===== src/rtl/lvtu_pkg.sv =====
// Package for the location/value table update core: widths, reset values,
// table entry type and controller states. No dependencies.
`timescale 1ns / 1ps

package lvtu_pkg;

    localparam int TABLE_DEPTH_DEFAULT = 16;
    localparam int COORD_W             = 32;
    localparam int VALUE_W             = 32;
    localparam int SLOT_OUT_W          = 4;
    localparam int S_TDATA_W           = 2 * COORD_W + VALUE_W;
    localparam int M_TDATA_W           = 8;
    localparam int M_TUSER_W           = 2;
    localparam logic [VALUE_W-1:0] THRESHOLD_RESET = 32'h0001_0000;

    typedef struct packed {
        logic [VALUE_W-1:0] value;
        logic [COORD_W-1:0] key_y;
        logic [COORD_W-1:0] key_x;
    } lvtu_entry_t;

    typedef enum logic [1:0] {
        ST_IDLE,
        ST_SCAN,
        ST_DIFF,
        ST_WRITE
    } lvtu_state_t;

endpackage


===== src/rtl/location_value_table_update_core.sv =====
// Top level of the location/value table update core: ring table in one
// synchronous memory, scanned oldest to newest. Depends on lvtu_pkg.
`timescale 1ns / 1ps

//  channel  | direction | handshake          | payload
//  ---------+-----------+--------------------+-----------------------------------------
//  s_*      | in        | s_tvalid/s_tready  | update request: location and new value
//  m_*      | out       | m_tvalid/m_tready  | result: change flag, slot, append kind
//  cfg_*    | in        | cfg_wr_en          | change_threshold, no read-back
//
//  Steps: an accepted request scans the entries held, oldest first, up to a match,
//  then writes the entry and the result; a hit adds a step that forms |new - old|.
//  The scan is bound by the single memory read port, one entry per cycle, compare
//  in the cycle after the read.
//  Reset: rst_n clears ring pointers, entry count, threshold and control; the
//  table memory is not cleared and is only read at entries already written.
//  Stalls: the result sits in an output register; a new request is taken and
//  scanned meanwhile, and holds in the write step until the register frees.
module location_value_table_update_core
    import lvtu_pkg::*;
#(
    parameter int TABLE_DEPTH = TABLE_DEPTH_DEFAULT
)
(
    input  logic                 clk,
    input  logic                 rst_n,
    // s_tdata: [31:0] dest_longitude, [63:32] dest_latitude, [95:64] new_value
    input  logic                 s_tvalid,
    output logic                 s_tready,
    input  logic [S_TDATA_W-1:0] s_tdata,
    // m_tdata: [0] significant_change, [4:1] slot_index, [7:5] zero
    // m_tuser: [0] added_new, [1] replaced_oldest
    output logic                 m_tvalid,
    input  logic                 m_tready,
    output logic [M_TDATA_W-1:0] m_tdata,
    output logic [M_TUSER_W-1:0] m_tuser,
    input  logic                 cfg_wr_en,
    input  logic [VALUE_W-1:0]   cfg_wr_data
);

    localparam int PTR_W      = (TABLE_DEPTH > 1) ? $clog2(TABLE_DEPTH) : 1;
    localparam int CNT_W      = $clog2(TABLE_DEPTH + 1);
    localparam int SLOT_EXT_W = (PTR_W > SLOT_OUT_W) ? PTR_W : SLOT_OUT_W;
    localparam logic [PTR_W-1:0] LAST_SLOT = PTR_W'(TABLE_DEPTH - 1);
    localparam logic [CNT_W-1:0] FULL_CNT  = CNT_W'(TABLE_DEPTH);

    function automatic logic [PTR_W-1:0] ring_next(input logic [PTR_W-1:0] p);
        return (p == LAST_SLOT) ? '0 : p + 1'b1;
    endfunction

    // Table memory: one entry per slot, registered read port
    lvtu_entry_t mem [TABLE_DEPTH];
    lvtu_entry_t mem_rdata_reg;

    lvtu_state_t state_reg, state_next;

    // Request payload held for the whole update
    logic [COORD_W-1:0] req_x_reg, req_y_reg;
    logic [VALUE_W-1:0] req_v_reg;

    // Scan control
    logic [PTR_W-1:0] rd_addr_reg, rd_addr_next;
    logic [CNT_W-1:0] issue_cnt_reg, issue_cnt_next;
    logic             rd_vld_reg, rd_vld_next;
    logic [PTR_W-1:0] rd_slot_reg;

    // Hit capture
    logic               hit_reg, hit_next;
    logic [PTR_W-1:0]   hit_slot_reg;
    logic [VALUE_W-1:0] old_val_reg;
    logic [VALUE_W-1:0] diff_reg;

    // Ring state and threshold
    logic [PTR_W-1:0]   oldest_reg, oldest_next;
    logic [PTR_W-1:0]   newest_reg, newest_next;
    logic [CNT_W-1:0]   count_reg, count_next;
    logic [VALUE_W-1:0] thr_reg;

    // Output register
    logic                  m_valid_reg, m_valid_next;
    logic                  sig_reg, added_reg, repl_reg;
    logic [SLOT_OUT_W-1:0] slot_reg;

    // FSM outputs
    logic        accept;
    logic        issue;
    logic        match;
    logic        out_free;
    logic        do_write;
    logic [PTR_W-1:0] app_slot;
    logic [PTR_W-1:0] wr_slot;
    logic        table_full;
    logic        wr_sig;
    logic [SLOT_EXT_W-1:0] wr_slot_ext;
    lvtu_entry_t wr_entry;

    assign match = rd_vld_reg
                 && (mem_rdata_reg.key_x == req_x_reg)
                 && (mem_rdata_reg.key_y == req_y_reg);
    assign out_free   = !m_valid_reg || m_tready;
    assign table_full = (count_reg == FULL_CNT);

    // Next state
    always_comb
    begin
        state_next = state_reg;
        case (state_reg)
            ST_IDLE:
            begin
                if (s_tvalid)
                    state_next = ST_SCAN;
            end
            ST_SCAN:
            begin
                if (match)
                    state_next = ST_DIFF;
                else if (issue_cnt_reg == count_reg)
                    state_next = ST_WRITE;
            end
            ST_DIFF:
                state_next = ST_WRITE;
            ST_WRITE:
            begin
                if (out_free)
                    state_next = ST_IDLE;
            end
            default:
                state_next = ST_IDLE;
        endcase
    end

    // FSM outputs and datapath selects
    always_comb
    begin
        s_tready = (state_reg == ST_IDLE);
        accept   = s_tvalid && (state_reg == ST_IDLE);
        issue    = (state_reg == ST_SCAN) && !match && (issue_cnt_reg < count_reg);
        do_write = (state_reg == ST_WRITE) && out_free;

        app_slot    = (count_reg == '0) ? '0 : ring_next(newest_reg);
        wr_slot     = hit_reg ? hit_slot_reg : app_slot;
        wr_sig      = hit_reg ? (diff_reg >= thr_reg) : 1'b1;
        wr_slot_ext = SLOT_EXT_W'(wr_slot);

        wr_entry.key_x = req_x_reg;
        wr_entry.key_y = req_y_reg;
        wr_entry.value = req_v_reg;

        rd_addr_next   = rd_addr_reg;
        issue_cnt_next = issue_cnt_reg;
        rd_vld_next    = rd_vld_reg;
        hit_next       = hit_reg;
        if (accept)
        begin
            rd_addr_next   = oldest_reg;
            issue_cnt_next = '0;
            rd_vld_next    = 1'b0;
            hit_next       = 1'b0;
        end
        else if (state_reg == ST_SCAN)
        begin
            rd_vld_next = issue;
            if (issue)
            begin
                rd_addr_next   = ring_next(rd_addr_reg);
                issue_cnt_next = issue_cnt_reg + 1'b1;
            end
            if (match)
                hit_next = 1'b1;
        end

        oldest_next = oldest_reg;
        newest_next = newest_reg;
        count_next  = count_reg;
        if (do_write && !hit_reg)
        begin
            if (table_full)
            begin
                oldest_next = ring_next(oldest_reg);
                newest_next = ring_next(newest_reg);
            end
            else
            begin
                newest_next = app_slot;
                count_next  = count_reg + 1'b1;
            end
        end

        m_valid_next = m_valid_reg;
        if (m_tready)
            m_valid_next = 1'b0;
        if (do_write)
            m_valid_next = 1'b1;
    end

    // Control registers
    always_ff @(posedge clk or negedge rst_n)
    begin
        if (!rst_n)
        begin
            state_reg     <= ST_IDLE;
            rd_addr_reg   <= '0;
            issue_cnt_reg <= '0;
            rd_vld_reg    <= 1'b0;
            hit_reg       <= 1'b0;
            oldest_reg    <= '0;
            newest_reg    <= '0;
            count_reg     <= '0;
            thr_reg       <= THRESHOLD_RESET;
            m_valid_reg   <= 1'b0;
        end
        else
        begin
            state_reg     <= state_next;
            rd_addr_reg   <= rd_addr_next;
            issue_cnt_reg <= issue_cnt_next;
            rd_vld_reg    <= rd_vld_next;
            hit_reg       <= hit_next;
            oldest_reg    <= oldest_next;
            newest_reg    <= newest_next;
            count_reg     <= count_next;
            m_valid_reg   <= m_valid_next;
            if (cfg_wr_en)
                thr_reg <= cfg_wr_data;
        end
    end

    // Payload registers
    always_ff @(posedge clk)
    begin
        if (accept)
        begin
            req_x_reg <= s_tdata[COORD_W-1:0];
            req_y_reg <= s_tdata[2*COORD_W-1:COORD_W];
            req_v_reg <= s_tdata[S_TDATA_W-1:2*COORD_W];
        end
        if (issue)
            rd_slot_reg <= rd_addr_reg;
        // Capture the oldest match; the scan stops on it
        if ((state_reg == ST_SCAN) && match)
        begin
            hit_slot_reg <= rd_slot_reg;
            old_val_reg  <= mem_rdata_reg.value;
        end
        if (state_reg == ST_DIFF)
            diff_reg <= (req_v_reg > old_val_reg) ? (req_v_reg - old_val_reg)
                                                  : (old_val_reg - req_v_reg);
        if (do_write)
        begin
            sig_reg   <= wr_sig;
            added_reg <= !hit_reg;
            repl_reg  <= !hit_reg && table_full;
            slot_reg  <= wr_slot_ext[SLOT_OUT_W-1:0];
        end
    end

    // Table memory: reads only in the scan, writes only in the write step,
    // so a read never meets a write to the same entry in one cycle
    always_ff @(posedge clk)
    begin
        if (do_write)
            mem[wr_slot] <= wr_entry;
        if (issue)
            mem_rdata_reg <= mem[rd_addr_reg];
    end

    assign m_tvalid = m_valid_reg;
    assign m_tdata  = M_TDATA_W'({slot_reg, sig_reg});
    assign m_tuser  = {repl_reg, added_reg};

endmodule


===== config.mk =====
export PLATFORM = sky130hd
export DESIGN_NAME = location_value_table_update_core
export DESIGN_NICKNAME = d
export VERILOG_FILES = /design/src/rtl/lvtu_pkg.sv /design/src/rtl/location_value_table_update_core.sv
export SDC_FILE = /design/constraint.sdc
export NUM_CORES = 2
export LEC_CHECK = 0
export BUFFER_PORTS_ARGS = -buffer_cell sky130_fd_sc_hd__buf_4
export CAP_MARGIN = 15
export CELL_PAD_IN_SITES_DETAIL_PLACEMENT = 1
export CELL_PAD_IN_SITES_GLOBAL_PLACEMENT = 1
export CORE_ASPECT_RATIO = 1.75
export CORE_UTILIZATION = 49
export CTS_CLUSTER_DIAMETER = 40
export DETAILED_ROUTE_END_ITERATION = 10
export PLACE_DENSITY = 0.72
export SLEW_MARGIN = 20
export SYNTH_ARGS = -nofsm -noshare
export SYNTH_HDL_FRONTEND = slang
export SYNTH_SLANG_ARGS = --single-unit

===== constraint.sdc =====
create_clock -name clk -period 6.5 [get_ports clk]
set_input_delay 0 -clock clk [delete_from_list [all_inputs] [get_ports clk]]
set_output_delay 0 -clock clk [all_outputs]
set_load 0.1 [all_outputs]

==> results.cfg <==
[outcome]
status = finished clean

[power_and_ir_drop]
power.leakage_nw = 31.4
power_w = 0.0238
ir_drop_mv = 0.262
p_per_area_nw_per_um2 = 273

[clock_network]
post_cts.repair.setup_buffers = 0
clock_path_buffers = 3
insertion_delay_ns = 0.81
root_buffer = clkbuf_16
htreeDepth = 4
cts_tree = built
hold_buffers = 317
cts.repair.resized = 0
numCtsBuffers = 176
path_clk_slew_ns = 0.06
cts.sinks = 1866

[finish]
design_area_um2 = 87300
largest_reg_flops = 1536
final_cell_mix = edfxtp_1 (1807), dlygate4sd3_1 (317), mux2i_1 (303), o21ai_0 (255), nand2_1 (199)
multiInputGateArea_um2 = 17500
layout_commonest_cell = edfxtp_1
nNetsFinal = 4913
area_delta_synth_final_pct = 17.4
regArea_um2 = 55800
drive_above_1_share_pct = 17.1
fill_cells = 13200

[sta]
period_needed_ns = 4.63
final.setup.tns_ns = 0
finClkSkew_ns = 0.0356
worst-slew-pin-transition_ns = 1.19
drv_slew = 0
hold_viol = 0
max_slew_margin_pct = 20.8
setup_viol = 0
grt_setup_unrepaired = false
fmax_mhz = 216
finalCritPeriodShare_pct = 71.2

[worst_hold_path]
holdPathEnd = req_x_reg[31]
hold-path-cell-count = 2
hold_start = s_tdata[31]
hp-class = in2reg

[die]
num_rows = 188
die_area_um2 = 153000
fp.coreArea_um2 = 150000
initial_core_util_pct = 49.5
die_h_um = 518
io_pins = 145
die-width_um = 297

[global_route]
grt_pass1_wl_mm = 290
grt_max_degree = 138
grt_pass1_vias = 44300
overflow = 0
grt_usage_pct = 26.2
antenna_found_initial = 5

[synthesis]
syn-cell-area_um2 = 74400
ys_types = 82
ys_seq_elements = 1866
synth_edf_count = 1807
syn_area_per_cell_um2 = 17.9
ys_seq_area_share_pct = 74.9
synthArstFlopShare_pct = 3.16
ys.warnings.count = 0
syn_inst = 4155
synthFlopType = edfxtp_1

[routing]
drc = 0
dr.pass1.iters = 7
viasPerCell = 6.00
routedWlPerCell_um = 29.2
vias = 40900
first_iter_violations = 3385
wirelength_mm = 199
postRouteAntennaNets = 0

[worst_setup_path]
worstPathArrival_ns = 5.11
worstRegToRegCells = 8
crit_chain = xnor2_1, nand4_1, nor4_2, nand4_1, o41a_1, nand3b_1, inv_6, buf_4
cpMostUsedCell = nand4_1
r2r_start = req_y_reg[3]
criticalPathCategory = reg2reg
ff2ff_setup_slack_ns = 1.87
cp_max_fo = 81
critPathLaunchType = flop
crit_path_end_kind = flop
cp_data_required_time_ns = 6.98
slowest_delay_ns = 0.82
r2r-end = mem_rdata_reg[31]
slowest_stage = nor4_2

[placed_design]
place_congestion = 0.835
port_buffers = 141
placed_cell_area_um2 = 78200
dp.final_hpwl_mm = 107

[run]
cap_violations = 0
==> cell usage after synthesis, types with 4 or more instances <==
| master | n | area share [%] |
|---|---|---|
| a211oi_1 | 4 | 0.040 |
| a21o_1 | 36 | 0.36 |
| a21oi_1 | 179 | 1.2 |
| a221oi_1 | 102 | 1.2 |
| a22oi_1 | 97 | 0.98 |
| a31oi_1 | 11 | 0.092 |
| and2_1 | 10 | 0.084 |
| and3_1 | 5 | 0.042 |
| buf_1 | 29 | 0.15 |
| buf_2 | 23 | 0.15 |
| buf_4 | 9 | 0.091 |
| clkbuf_1 | 137 | 0.69 |
| dfrtp_1 | 58 | 2.0 |
| edfxtp_1 | 1807 | 73 |
| ha_1 | 110 | 1.8 |
| inv_1 | 134 | 0.68 |
| mux2_2 | 100 | 1.5 |
| mux2i_1 | 303 | 4.1 |
| mux4_2 | 192 | 5.8 |
| nand2_1 | 200 | 1.0 |
| nand2b_1 | 19 | 0.16 |
| nand3_1 | 19 | 0.13 |
| nand3b_1 | 5 | 0.050 |
| nand4_1 | 25 | 0.21 |
| nor2_1 | 61 | 0.31 |
| nor2b_1 | 7 | 0.059 |
| nor3_1 | 10 | 0.067 |
| nor4_1 | 8 | 0.067 |
| o211ai_1 | 8 | 0.081 |
| o21a_1 | 5 | 0.050 |
| o21ai_0 | 255 | 1.7 |
| o21ai_1 | 14 | 0.094 |
| o21bai_1 | 9 | 0.091 |
| o22ai_1 | 5 | 0.042 |
| o31a_1 | 4 | 0.047 |
| o31ai_1 | 4 | 0.040 |
| or2_2 | 4 | 0.034 |
| xnor2_1 | 57 | 0.67 |
| xor2_1 | 34 | 0.40 |
==> metal layers <==
layer | up-vias | part of all wire (%) | routed length, um | GRT usage [%]
met3 | 360 | 4.7 | 9360 | 3.40
met1 | 21600 | 39 | 77600 | 32.3
li1 | 17600 | - | - | -
met5 | - | 0.016 | 31 | 0
met2 | 1367 | 53 | 105000 | 46.7
met4 | 4 | 3.6 | 7170 | 9.24
==> per-stage QoR <==
stage	cells	hold slack, ns	setup WS [ns]	util [%]
floorplan	4157	-0.296	0.157	-
CTS	6813	0.000913	1.75	58.1
global placement	6167	-0.166	1.52	52.0
detailed placement	6167	-0.164	1.76	52.1
finish	6815	0.0333	1.87	58.1
global route	6815	0.0105	1.75	58.1
==> how the worst max path moves through the flow <==
stage                       from                 to  slack [ns]  cells after the start
floorplan           count_reg[0]         mem[12][0]        0.16                      8
global placement    req_y_reg[3]  mem_rdata_reg[20]        1.52                      8
detailed placement  req_y_reg[7]  mem_rdata_reg[60]        1.76                      8
CTS                 req_y_reg[7]  mem_rdata_reg[31]        1.75                      8
global route        req_y_reg[3]  mem_rdata_reg[31]        1.75                      8
finish              req_y_reg[3]  mem_rdata_reg[31]        1.87                      8
==> critical path: cells and delay by family (launching register included) <==
kind / cells / cell delay [ns]
DFF: 1 / 0.60
and+or+nand+nor: 4 / 1.89
buffers and inverters: 2 / 0.89
xor gates and xnor gates: 1 / 0.25
AOI/OAI and AO/OA: 1 / 0.59
==> report_power, final <==
part | total [W] | internal, W | leakage, nW | switching (W)
clock | 0.0105 | 0.00590 | 2.87 | 0.00459
combinational | 0.000338 | 0.000211 | 11.5 | 0.000127
sequential | 0.0130 | 0.0130 | 17.0 | 0.00000640
==> cell type report <==
| type | instances | share of cell area [%] |
|---|---|---|
| antenna | 1 | 0.00287 |
| clock buffer | 209 | 5.33 |
| clock inverter | 120 | 1.42 |
| inverter | 137 | 0.600 |
| multi-input combinational | 1955 | 20.0 |
| sequential | 1866 | 63.8 |
| tap | 1995 | 2.86 |
| timing repair buffer | 532 | 5.90 |
==> logic make-up after synthesis <==
family	count (synthesis)	synth area share [%]
buffers and inverters	336	1.79
flip-flops	1866	74.9
adder cells (fa/ha/maj)	112	1.90
XOR/XNOR	91	1.07
AO/OA/AOI/OAI	763	6.46
other	1	0.00504
multiplexers	598	11.4
AND/OR/NAND/NOR	388	2.42
No activity file was read; power rests on OpenSTA's default activity.
